**config.mk**
```make
export PLATFORM = sky130hd
export DESIGN_NAME = ask_envelope_bit_slicer_top_flat
export DESIGN_NICKNAME = d
export VERILOG_FILES = /design/src/aebs_pkg.sv /design/src/aebs_if.sv /design/src/aebs_core.sv /design/src/ask_envelope_bit_slicer_top.sv /design/src/flat_wrapper.sv
export SDC_FILE = /design/constraint.sdc
export NUM_CORES = 1
export LEC_CHECK = 0
export ABC_AREA = 1
export BUFFER_PORTS_ARGS = -buffer_cell sky130_fd_sc_hd__buf_2
export CELL_PAD_IN_SITES_DETAIL_PLACEMENT = 0
export CELL_PAD_IN_SITES_GLOBAL_PLACEMENT = 1
export CORE_UTILIZATION = 38
export DETAILED_ROUTE_END_ITERATION = 6
export GPL_TIMING_DRIVEN = 0
export PLACE_DENSITY = 0.85
export SLEW_MARGIN = 20
export SYNTH_ARGS = -nofsm -noshare
export SYNTH_HDL_FRONTEND = slang
export SYNTH_SLANG_ARGS = --single-unit
```
**constraint.sdc**
```tcl
create_clock -name clock -period 9.5 [get_ports clock]
set_clock_uncertainty 0.15 [all_clocks]
set_input_delay 1.425 -clock clock [delete_from_list [all_inputs] [get_ports clock]]
set_output_delay 1.425 -clock clock [all_outputs]
set_load 0.005 [all_outputs]
```
**src/aebs_pkg.sv**
```systemverilog
// ----------------------------------------------------------------------------
// aebs_pkg
// Shared types and constants for the ASK envelope bit slicer.
// ----------------------------------------------------------------------------
package aebs_pkg;

   localparam int HISTORY_BITS  = 16;
   localparam int ENV_W         = 18;
   localparam int PERIOD_W      = 10;
   localparam int PHASE_W       = PERIOD_W + 1;
   localparam int VOTE_W        = 10;
   localparam int RECENT_W      = 16;
   localparam int COUNT_W       = 32;
   localparam int TOTAL_W       = 48;
   localparam int CSR_INDEX_W   = 2;
   localparam int CSR_DATA_W    = 18;

   localparam logic [ENV_W-1:0]    THRESHOLD_RESET = ENV_W'(6000);
   localparam logic [PERIOD_W-1:0] SPB_RESET       = PERIOD_W'(180);
   localparam logic [PERIOD_W-1:0] SPE_RESET       = PERIOD_W'(40);
   localparam logic [VOTE_W-1:0]   VOTE_MAX        = '1;
   localparam logic [7:0]          PATTERN_55      = 8'h55;
   localparam logic [7:0]          PATTERN_AA      = 8'hAA;

   typedef enum logic [CSR_INDEX_W-1:0] {
      CSR_VOTE_THRESHOLD       = 2'd0,
      CSR_SAMPLES_PER_BIT      = 2'd1,
      CSR_SAMPLES_PER_ENVELOPE = 2'd2,
      CSR_UNUSED               = 2'd3
   } csr_index_type;

   typedef struct packed {
      logic [ENV_W-1:0]    vote_threshold;
      logic [PERIOD_W-1:0] samples_per_bit;
      logic [PERIOD_W-1:0] samples_per_envelope;
   } cfg_type;

   typedef struct packed {
      logic                bit_valid;
      logic                bit_value;
      logic [RECENT_W-1:0] recent_bits;
      logic [COUNT_W-1:0]  bit_count;
      logic [COUNT_W-1:0]  ones_seen;
      logic [COUNT_W-1:0]  match_55_count;
      logic [COUNT_W-1:0]  match_aa_count;
      logic [TOTAL_W-1:0]  envelope_total;
      logic [COUNT_W-1:0]  envelope_items;
   } result_type;

endpackage

```
**src/aebs_if.sv**
```systemverilog
// ----------------------------------------------------------------------------
// aebs_if
// Valid/ready channel interfaces for request, response and CSR words.
// ----------------------------------------------------------------------------
interface aebs_req_if;
   logic                         valid;
   logic                         ready;
   logic [aebs_pkg::ENV_W-1:0]   env_sum;

   modport source (output valid, output env_sum, input ready);
   modport sink   (input valid, input env_sum, output ready);
endinterface

interface aebs_rsp_if;
   logic                           valid;
   logic                           ready;
   logic                           bit_valid;
   logic                           bit_value;
   logic [aebs_pkg::RECENT_W-1:0]  recent_bits;
   logic [aebs_pkg::COUNT_W-1:0]   bit_count;
   logic [aebs_pkg::COUNT_W-1:0]   ones_seen;
   logic [aebs_pkg::COUNT_W-1:0]   match_55_count;
   logic [aebs_pkg::COUNT_W-1:0]   match_aa_count;
   logic [aebs_pkg::TOTAL_W-1:0]   envelope_total;
   logic [aebs_pkg::COUNT_W-1:0]   envelope_items;

   modport source (output valid, output bit_valid, output bit_value, output recent_bits,
                   output bit_count, output ones_seen, output match_55_count,
                   output match_aa_count, output envelope_total, output envelope_items,
                   input ready);
   modport sink   (input valid, input bit_valid, input bit_value, input recent_bits,
                   input bit_count, input ones_seen, input match_55_count,
                   input match_aa_count, input envelope_total, input envelope_items,
                   output ready);
endinterface

interface aebs_csr_if;
   logic                              valid;
   logic                              ready;
   logic [aebs_pkg::CSR_INDEX_W-1:0]  index;
   logic [aebs_pkg::CSR_DATA_W-1:0]   data;

   modport source (output valid, output index, output data, input ready);
   modport sink   (input valid, input index, input data, output ready);
endinterface

```
**src/aebs_core.sv**
```systemverilog
// ----------------------------------------------------------------------------
// aebs_core
// Slicer state: phase accumulator, vote counters, bit history, statistics.
// ----------------------------------------------------------------------------
module aebs_core (
   input  logic                         clock,
   input  logic                         reset,
   input  logic                         step,
   input  logic [aebs_pkg::ENV_W-1:0]   env_sum,
   input  aebs_pkg::cfg_type            cfg,
   output aebs_pkg::result_type         result
);

   logic [aebs_pkg::PHASE_W-1:0]       phase_ff, phase_in;
   logic [aebs_pkg::VOTE_W-1:0]        votes_one_ff, votes_one_in;
   logic [aebs_pkg::VOTE_W-1:0]        votes_cast_ff, votes_cast_in;
   logic [aebs_pkg::HISTORY_BITS-1:0]  history_ff, history_in;
   logic [aebs_pkg::COUNT_W-1:0]       bits_ff, bits_in;
   logic [aebs_pkg::COUNT_W-1:0]       ones_ff, ones_in;
   logic [aebs_pkg::COUNT_W-1:0]       hits_55_ff, hits_55_in;
   logic [aebs_pkg::COUNT_W-1:0]       hits_aa_ff, hits_aa_in;
   logic [aebs_pkg::TOTAL_W-1:0]       total_ff, total_in;
   logic [aebs_pkg::COUNT_W-1:0]       items_ff, items_in;

   logic [aebs_pkg::PERIOD_W-1:0]      spb, spe_raw, spe;
   logic [aebs_pkg::VOTE_W-1:0]        votes_one_nx, votes_cast_nx;
   logic [aebs_pkg::PHASE_W-1:0]       phase_sum, phase_sub;
   logic                               decide, bit_dec;
   logic [aebs_pkg::HISTORY_BITS-1:0]  history_sh;
   logic [7:0]                         low_byte;

   always_comb begin
      spb     = (cfg.samples_per_bit == '0) ? aebs_pkg::PERIOD_W'(1)
                                            : cfg.samples_per_bit;
      spe_raw = (cfg.samples_per_envelope == '0) ? aebs_pkg::PERIOD_W'(1)
                                                 : cfg.samples_per_envelope;
      spe     = (spe_raw > spb) ? spb : spe_raw;

      votes_cast_nx = (votes_cast_ff != aebs_pkg::VOTE_MAX) ? votes_cast_ff + 1'b1
                                                              : votes_cast_ff;
      votes_one_nx  = (env_sum > cfg.vote_threshold &&
                       votes_one_ff != aebs_pkg::VOTE_MAX) ? votes_one_ff + 1'b1
                                                             : votes_one_ff;

      phase_sum = phase_ff + {1'b0, spe};
      decide    = phase_sum >= {1'b0, spb};
      phase_sub = phase_sum - {1'b0, spb};

      // tie goes to one
      bit_dec    = {votes_one_nx, 1'b0} >= {1'b0, votes_cast_nx};
      history_sh = {history_ff[aebs_pkg::HISTORY_BITS-2:0], bit_dec};
      low_byte   = history_sh[7:0];

      total_in = total_ff + aebs_pkg::TOTAL_W'(env_sum);
      items_in = items_ff + 1'b1;

      if (decide) begin
         phase_in      = (phase_sub >= {1'b0, spb}) ? '0 : phase_sub;
         votes_one_in  = '0;
         votes_cast_in = '0;
         history_in    = history_sh;
         bits_in       = bits_ff + 1'b1;
         ones_in       = bit_dec ? ones_ff + 1'b1 : ones_ff;
         hits_55_in    = (low_byte == aebs_pkg::PATTERN_55) ? hits_55_ff + 1'b1 : hits_55_ff;
         hits_aa_in    = (low_byte == aebs_pkg::PATTERN_AA) ? hits_aa_ff + 1'b1 : hits_aa_ff;
      end else begin
         phase_in      = phase_sum;
         votes_one_in  = votes_one_nx;
         votes_cast_in = votes_cast_nx;
         history_in    = history_ff;
         bits_in       = bits_ff;
         ones_in       = ones_ff;
         hits_55_in    = hits_55_ff;
         hits_aa_in    = hits_aa_ff;
      end

      result.bit_valid      = decide;
      result.bit_value      = decide & bit_dec;
      result.recent_bits    = aebs_pkg::RECENT_W'(history_in);
      result.bit_count      = bits_in;
      result.ones_seen      = ones_in;
      result.match_55_count = hits_55_in;
      result.match_aa_count = hits_aa_in;
      result.envelope_total = total_in;
      result.envelope_items = items_in;
   end

   always_ff @(posedge clock) begin
      if (reset) begin
         phase_ff      <= '0;
         votes_one_ff  <= '0;
         votes_cast_ff <= '0;
         history_ff    <= '0;
         bits_ff       <= '0;
         ones_ff       <= '0;
         hits_55_ff    <= '0;
         hits_aa_ff    <= '0;
         total_ff      <= '0;
         items_ff      <= '0;
      end else if (step) begin
         phase_ff      <= phase_in;
         votes_one_ff  <= votes_one_in;
         votes_cast_ff <= votes_cast_in;
         history_ff    <= history_in;
         bits_ff       <= bits_in;
         ones_ff       <= ones_in;
         hits_55_ff    <= hits_55_in;
         hits_aa_ff    <= hits_aa_in;
         total_ff      <= total_in;
         items_ff      <= items_in;
      end
   end

endmodule

```
**src/ask_envelope_bit_slicer_top.sv**
```systemverilog
// ----------------------------------------------------------------------------
// ask_envelope_bit_slicer_top
// ASK envelope bit slicer with majority vote and pattern statistics.
// ----------------------------------------------------------------------------
// Takes one envelope sum word per clock while rsp.ready holds, and returns
// exactly one result word per request, in order. A request word is
// registered in the input register, then sliced against the live state and
// written to the response register; a stall on rsp.ready can hold it in the
// input register. The response register and the input register let a new
// request be taken while a result waits on rsp.ready.
// CSR writes are always accepted and must only be made while the block is idle.
// ----------------------------------------------------------------------------
module ask_envelope_bit_slicer_top (
   input  logic    clock,
   input  logic    reset,
   aebs_req_if.sink   req,
   aebs_rsp_if.source rsp,
   aebs_csr_if.sink   csr
);

   aebs_pkg::cfg_type              cfg_ff;
   logic                           in_valid_ff;
   logic [aebs_pkg::ENV_W-1:0]     in_env_ff;
   logic                           out_valid_ff;
   aebs_pkg::result_type           out_ff;
   aebs_pkg::result_type           result;
   logic                           advance;

   assign advance   = in_valid_ff && (!out_valid_ff || rsp.ready);
   assign req.ready = !in_valid_ff || !out_valid_ff || rsp.ready;
   assign csr.ready = 1'b1;

   always_ff @(posedge clock) begin
      if (reset) begin
         cfg_ff.vote_threshold       <= aebs_pkg::THRESHOLD_RESET;
         cfg_ff.samples_per_bit      <= aebs_pkg::SPB_RESET;
         cfg_ff.samples_per_envelope <= aebs_pkg::SPE_RESET;
      end else if (csr.valid) begin
         case (aebs_pkg::csr_index_type'(csr.index))
            aebs_pkg::CSR_VOTE_THRESHOLD:
               cfg_ff.vote_threshold <= aebs_pkg::ENV_W'(csr.data);
            aebs_pkg::CSR_SAMPLES_PER_BIT:
               cfg_ff.samples_per_bit <= aebs_pkg::PERIOD_W'(csr.data);
            aebs_pkg::CSR_SAMPLES_PER_ENVELOPE:
               cfg_ff.samples_per_envelope <= aebs_pkg::PERIOD_W'(csr.data);
            default: begin
            end
         endcase
      end
   end

   always_ff @(posedge clock) begin
      if (reset) begin
         in_valid_ff <= 1'b0;
      end else if (req.ready) begin
         in_valid_ff <= req.valid;
      end
   end

   always_ff @(posedge clock) begin
      if (req.valid && req.ready) begin
         in_env_ff <= req.env_sum;
      end
   end

   aebs_core u_core (
      .clock        (clock),
      .reset        (reset),
      .step         (advance),
      .env_sum      (in_env_ff),
      .cfg          (cfg_ff),
      .result       (result)
   );

   always_ff @(posedge clock) begin
      if (reset) begin
         out_valid_ff <= 1'b0;
      end else if (!out_valid_ff || rsp.ready) begin
         out_valid_ff <= in_valid_ff;
      end
   end

   always_ff @(posedge clock) begin
      if (advance) begin
         out_ff <= result;
      end
   end

   assign rsp.valid          = out_valid_ff;
   assign rsp.bit_valid      = out_ff.bit_valid;
   assign rsp.bit_value      = out_ff.bit_value;
   assign rsp.recent_bits    = out_ff.recent_bits;
   assign rsp.bit_count      = out_ff.bit_count;
   assign rsp.ones_seen      = out_ff.ones_seen;
   assign rsp.match_55_count = out_ff.match_55_count;
   assign rsp.match_aa_count = out_ff.match_aa_count;
   assign rsp.envelope_total = out_ff.envelope_total;
   assign rsp.envelope_items = out_ff.envelope_items;

endmodule

```
**src/flat_wrapper.sv**
```systemverilog
// flat-port wrapper written by rule: the top's interface ports become plain ports
module ask_envelope_bit_slicer_top_flat 
  (clock, reset, req_valid, req_env_sum, req_ready, rsp_valid, rsp_bit_valid, rsp_bit_value, rsp_recent_bits, rsp_bit_count, rsp_ones_seen, rsp_match_55_count, rsp_match_aa_count, rsp_envelope_total, rsp_envelope_items, rsp_ready, csr_valid, csr_index, csr_data, csr_ready);
  aebs_req_if req_i ();
  aebs_rsp_if rsp_i ();
  aebs_csr_if csr_i ();
  input  logic clock;
  input  logic reset;
  input wire logic [$bits(req_i.valid)-1:0] req_valid;
  input wire logic [$bits(req_i.env_sum)-1:0] req_env_sum;
  output wire logic [$bits(req_i.ready)-1:0] req_ready;
  output wire logic [$bits(rsp_i.valid)-1:0] rsp_valid;
  output wire logic [$bits(rsp_i.bit_valid)-1:0] rsp_bit_valid;
  output wire logic [$bits(rsp_i.bit_value)-1:0] rsp_bit_value;
  output wire logic [$bits(rsp_i.recent_bits)-1:0] rsp_recent_bits;
  output wire logic [$bits(rsp_i.bit_count)-1:0] rsp_bit_count;
  output wire logic [$bits(rsp_i.ones_seen)-1:0] rsp_ones_seen;
  output wire logic [$bits(rsp_i.match_55_count)-1:0] rsp_match_55_count;
  output wire logic [$bits(rsp_i.match_aa_count)-1:0] rsp_match_aa_count;
  output wire logic [$bits(rsp_i.envelope_total)-1:0] rsp_envelope_total;
  output wire logic [$bits(rsp_i.envelope_items)-1:0] rsp_envelope_items;
  input wire logic [$bits(rsp_i.ready)-1:0] rsp_ready;
  input wire logic [$bits(csr_i.valid)-1:0] csr_valid;
  input wire logic [$bits(csr_i.index)-1:0] csr_index;
  input wire logic [$bits(csr_i.data)-1:0] csr_data;
  output wire logic [$bits(csr_i.ready)-1:0] csr_ready;
  assign req_i.valid = req_valid;
  assign req_i.env_sum = req_env_sum;
  assign req_ready = req_i.ready;
  assign rsp_valid = rsp_i.valid;
  assign rsp_bit_valid = rsp_i.bit_valid;
  assign rsp_bit_value = rsp_i.bit_value;
  assign rsp_recent_bits = rsp_i.recent_bits;
  assign rsp_bit_count = rsp_i.bit_count;
  assign rsp_ones_seen = rsp_i.ones_seen;
  assign rsp_match_55_count = rsp_i.match_55_count;
  assign rsp_match_aa_count = rsp_i.match_aa_count;
  assign rsp_envelope_total = rsp_i.envelope_total;
  assign rsp_envelope_items = rsp_i.envelope_items;
  assign rsp_i.ready = rsp_ready;
  assign csr_i.valid = csr_valid;
  assign csr_i.index = csr_index;
  assign csr_i.data = csr_data;
  assign csr_ready = csr_i.ready;
  ask_envelope_bit_slicer_top u_core (.clock(clock), .reset(reset), .req(req_i), .rsp(rsp_i), .csr(csr_i));
endmodule
```
==> flow_summary.toml <==
[layout]
fin_nets = 4156
num-fill-cells = 7490
multi_input_area_um2 = 12550
syn_to_final_growth_pct = 16.67
drive_gt1_share_pct = 11.23
seq_area_um2 = 13230
final_cells = 5041

[clock_network]
cts_buffer_depth = 3
clk_pin_slew_worst_paths_ps = 60
cts-root-buf = "clkbuf_16"
cts_max_level = 2
cts_tree = "built"
hold_buffers = 0
post_cts_buffers = 0
numCtsBuffers = 58
clk_latency_ps = 650
cts.sinks = 539
cts_resized = 0

[critical_path]
critPathRequiredTime_ps = 9910
r2r_setup_slack_ps = 1970
path_class = "register to register"
cp-startpoint = "u_core.cfg_ff[17]"
regToRegStartpoint = "u_core.cfg_ff[17]"
worstRegToRegCells = 36
crit_fanout = 10
endpoint_kind = "register"
arrival_ps = 7930
critPathLaunchType = "register"
r2r-end = "u_core.u_core.phase_ff[6]"
cpMostUsedCell = "a21oi_1"
cp_slowest_cell = "o31ai_1"
max_stage_delay_ps = 630
critical_path.endpoint = "u_core.u_core.phase_ff[6]"

[yosys]
synth_seq_area_share_pct = 46.12
synth.avg_cell_area_um2 = 7.798
syn-num-nets = 3817
yosys_warnings = 0
synth_cell_types = 59
synth_top_cells_by_area = "edfxtp_1 (26%), dfxtp_1 (21%), nand2_1 (10%)"
synthArstFlopShare_pct = 0
synth-edff-count = 244
synth_ff_type = "dfxtp_1"
synth_top_area_share_pct = 25.54
synthCells = 3679
synth_seq_cells = 539
syn_area_um2 = 28690
synth_top_area_cell = "edfxtp_1"

[sta]
slew_headroom_pct = 27.57
final.setup.worst_slack_ps = 1974
period_minus_slack_ps = 7526
setup_viol = 0
timing.fmax_ghz = 0.1329
fin_crit_sh_pct = 79.23
hold_viol_final = 0
fin_hold_ws_ps = 313.1
rsz0062_at_grt = "no"
tightestPinTransition_ps = 1078
maxSlewViolCount = 0

[detailed_routing]
wl_met1_um = 39700
drtAntennaViolNets = 0
dr_wl_met3_um = 4106
num_vias = 25280
drt_wl_total_um = 86590
drtIter0Drc = 1956
drt-pass1-iter-count = 7
top_layer = "met5"
wl_per_cell_um = 17.18
drcViolationCount = 0
dr_wl_met2_um = 39910
drt-vias-per-instance = 5.014

[floorplanning]
die-area_um2 = 76600
ioPinCount = 272
core_um2 = 74570
die_width_um = 276.8
initial_core_util_pct = 38.47
die_h_um = 276.8
std_cell_rows = 100

[pwr]
peakVddDrop_mv = 0.1269
power_frac_seq_pct = 42.3
intPower_mw = 4.398
combPwrFrac_pct = 20.6
clockPowerShare_pct = 37.2
net-switching-power_mw = 2.037
p_sw_share_pct = 31.65
leakagePower_nw = 15.04
cellPowerDensity_nw_per_um2 = 192.2

[global_routing]
antenna_found_initial = 9
grt_usage_pct = 22.15
grt_pass1_wl_um = 134200
gr-total-overflow = 0
grt_max_degree = 35
grt_pass1_vias = 23900

[place]
dp_cells = 4927
gp_congestion = 0.9558
pre_cts_slack_ps = 2050
dp_hpwl_um = 66070
io_buffers = 269

[job]
drv_cap = 0

[status]
status = "complete, no violations"

[hold_path]
worstHoldPathType = "register to register"
## synthesized netlist by cell type, drive strengths merged (2+ instances only)
cell type,n
clkbuf,100
buf,49
nand4,117
nor4b,2
a31oi,4
xor2,138
nand3b,5
dfxtp,295
nor2,297
a211oi,3
o21a,5
nor3,87
nor4,41
ha,92
o21bai,4
fa,3
o31ai,2
o211ai,18
nand2,771
a221oi,2
edfxtp,244
inv,602
nand3,184
xnor2,16
a21oi,286
a21o,3
a21boi,2
o21ai,293
## registers in the layout, summed over array words and instances (netlist names), 11 cells and up
register,flops
u_core.cfg_ff,38
u_core.u_core.ones_ff,32
u_core.rsp.envelope_total,48
u_core.rsp.recent_bits,16
u_core.u_core.bits_ff,32
u_core.u_core.total_ff,48
u_core.u_core.hits_55_ff,32
u_core.rsp.ones_seen,32
u_core.rsp.envelope_items,32
u_core.rsp.match_aa_count,32
u_core.rsp.bit_count,32
u_core.u_core.history_ff,16
u_core.u_core.phase_ff,11
u_core.rsp.match_55_count,32
u_core.u_core.items_ff,32
u_core.in_env_ff,18
u_core.u_core.hits_aa_ff,32
## cells in the final DEF, fill, tap and decap left out, drive strengths merged, types with 3 or more instances in the layout
master and n:
nand2 771, inv 602, buf 328, nor2 297
dfxtp 295, o21ai 293, a21oi 286, edfxtp 244
nand3 184, clkbuf 173, xor2 138, nand4 117
ha 92, nor3 87, nor4 41, clkinv 22
o211ai 18, xnor2 16, clkinvlp 9, bufinv 7
nand3b 5, o21a 5, diode 4, a31oi 4
o21bai 4, a211oi 3, a21o 3, fa 3
## metal layers
layer	global-route usage, %	up-vias
li1	-	12790
met1	29.56	11710
met2	36.46	632
met3	3.046	144
met4	8.162	8
met5	0	-
## power groups by stage
| stage | combinational, mW | sequential (mW) | clock (mW) |
|---|---|---|---|
| 6_report | 1.32 | 2.72 | 2.39 |
| 5_1_grt | 1.47 | 2.74 | 2.54 |
| 4_1_cts | 1.32 | 2.72 | 2.44 |
| 3_5_place_dp | 1.31 | 2.77 | 0 |
| 3_3_place_gp | 1.29 | 2.79 | 0 |
| 2_1_floorplan | 0.839 | 2.76 | 0 |
## how the worst min path moves through the flow
stage	startpoint	depth (start not counted)	slack (ps)	to
floorplan	u_core.cfg_ff[10]	2	280	u_core.cfg_ff[10]
global placement	u_core.cfg_ff[21]	2	300	u_core.cfg_ff[21]
detailed placement	u_core.cfg_ff[21]	2	300	u_core.cfg_ff[21]
CTS	u_core.cfg_ff[21]	2	310	u_core.cfg_ff[21]
global route	u_core.cfg_ff[35]	2	340	u_core.cfg_ff[35]
finish	u_core.cfg_ff[34]	2	310	u_core.cfg_ff[34]
## kinds of logic after synthesis
logic type,synth area share (%)
flops,46.12
xor+xnor,4.793
simple gates,23.19
compound gates,11.41
buf+inv,10.17
fa+ha+maj,4.222
mux,0.07414
other cells,0.01307
## layout make-up
type	count	share of cell area, %
inverters	603	6.762
multi-input cells	2388	37.50
clock buffers	73	4.747
flip-flops and latches	539	39.53
plain buffers	149	1.962
clock inverters	37	1.301
repair buffers	279	4.542
diodes	4	0.02990
well taps	969	3.622
## stage by stage
step | setup TNS [ps] | cell area, µm² | power (mW) | util [%]
final | 0 | 33470 | 6.435 | 44.89
after global routing | 0 | 33470 | 6.742 | 44.89
after CTS | 0 | 33460 | 6.482 | 44.87
after floorplan | 0 | 28690 | 3.600 | -
after global placement | -919410 | 31250 | 4.075 | 41.90
after detailed placement | 0 | 31440 | 4.080 | 42.16
## critical path, delay by kind of cell (launching register included)
family | cells | cell delay (ps)
compound gates | 16 | 3380
xor+xnor | 2 | 420
fa+ha+maj | 5 | 1590
buf+inv | 6 | 760
flops | 1 | 290
simple gates | 7 | 850
No activity file was read; power rests on OpenSTA's default activity.
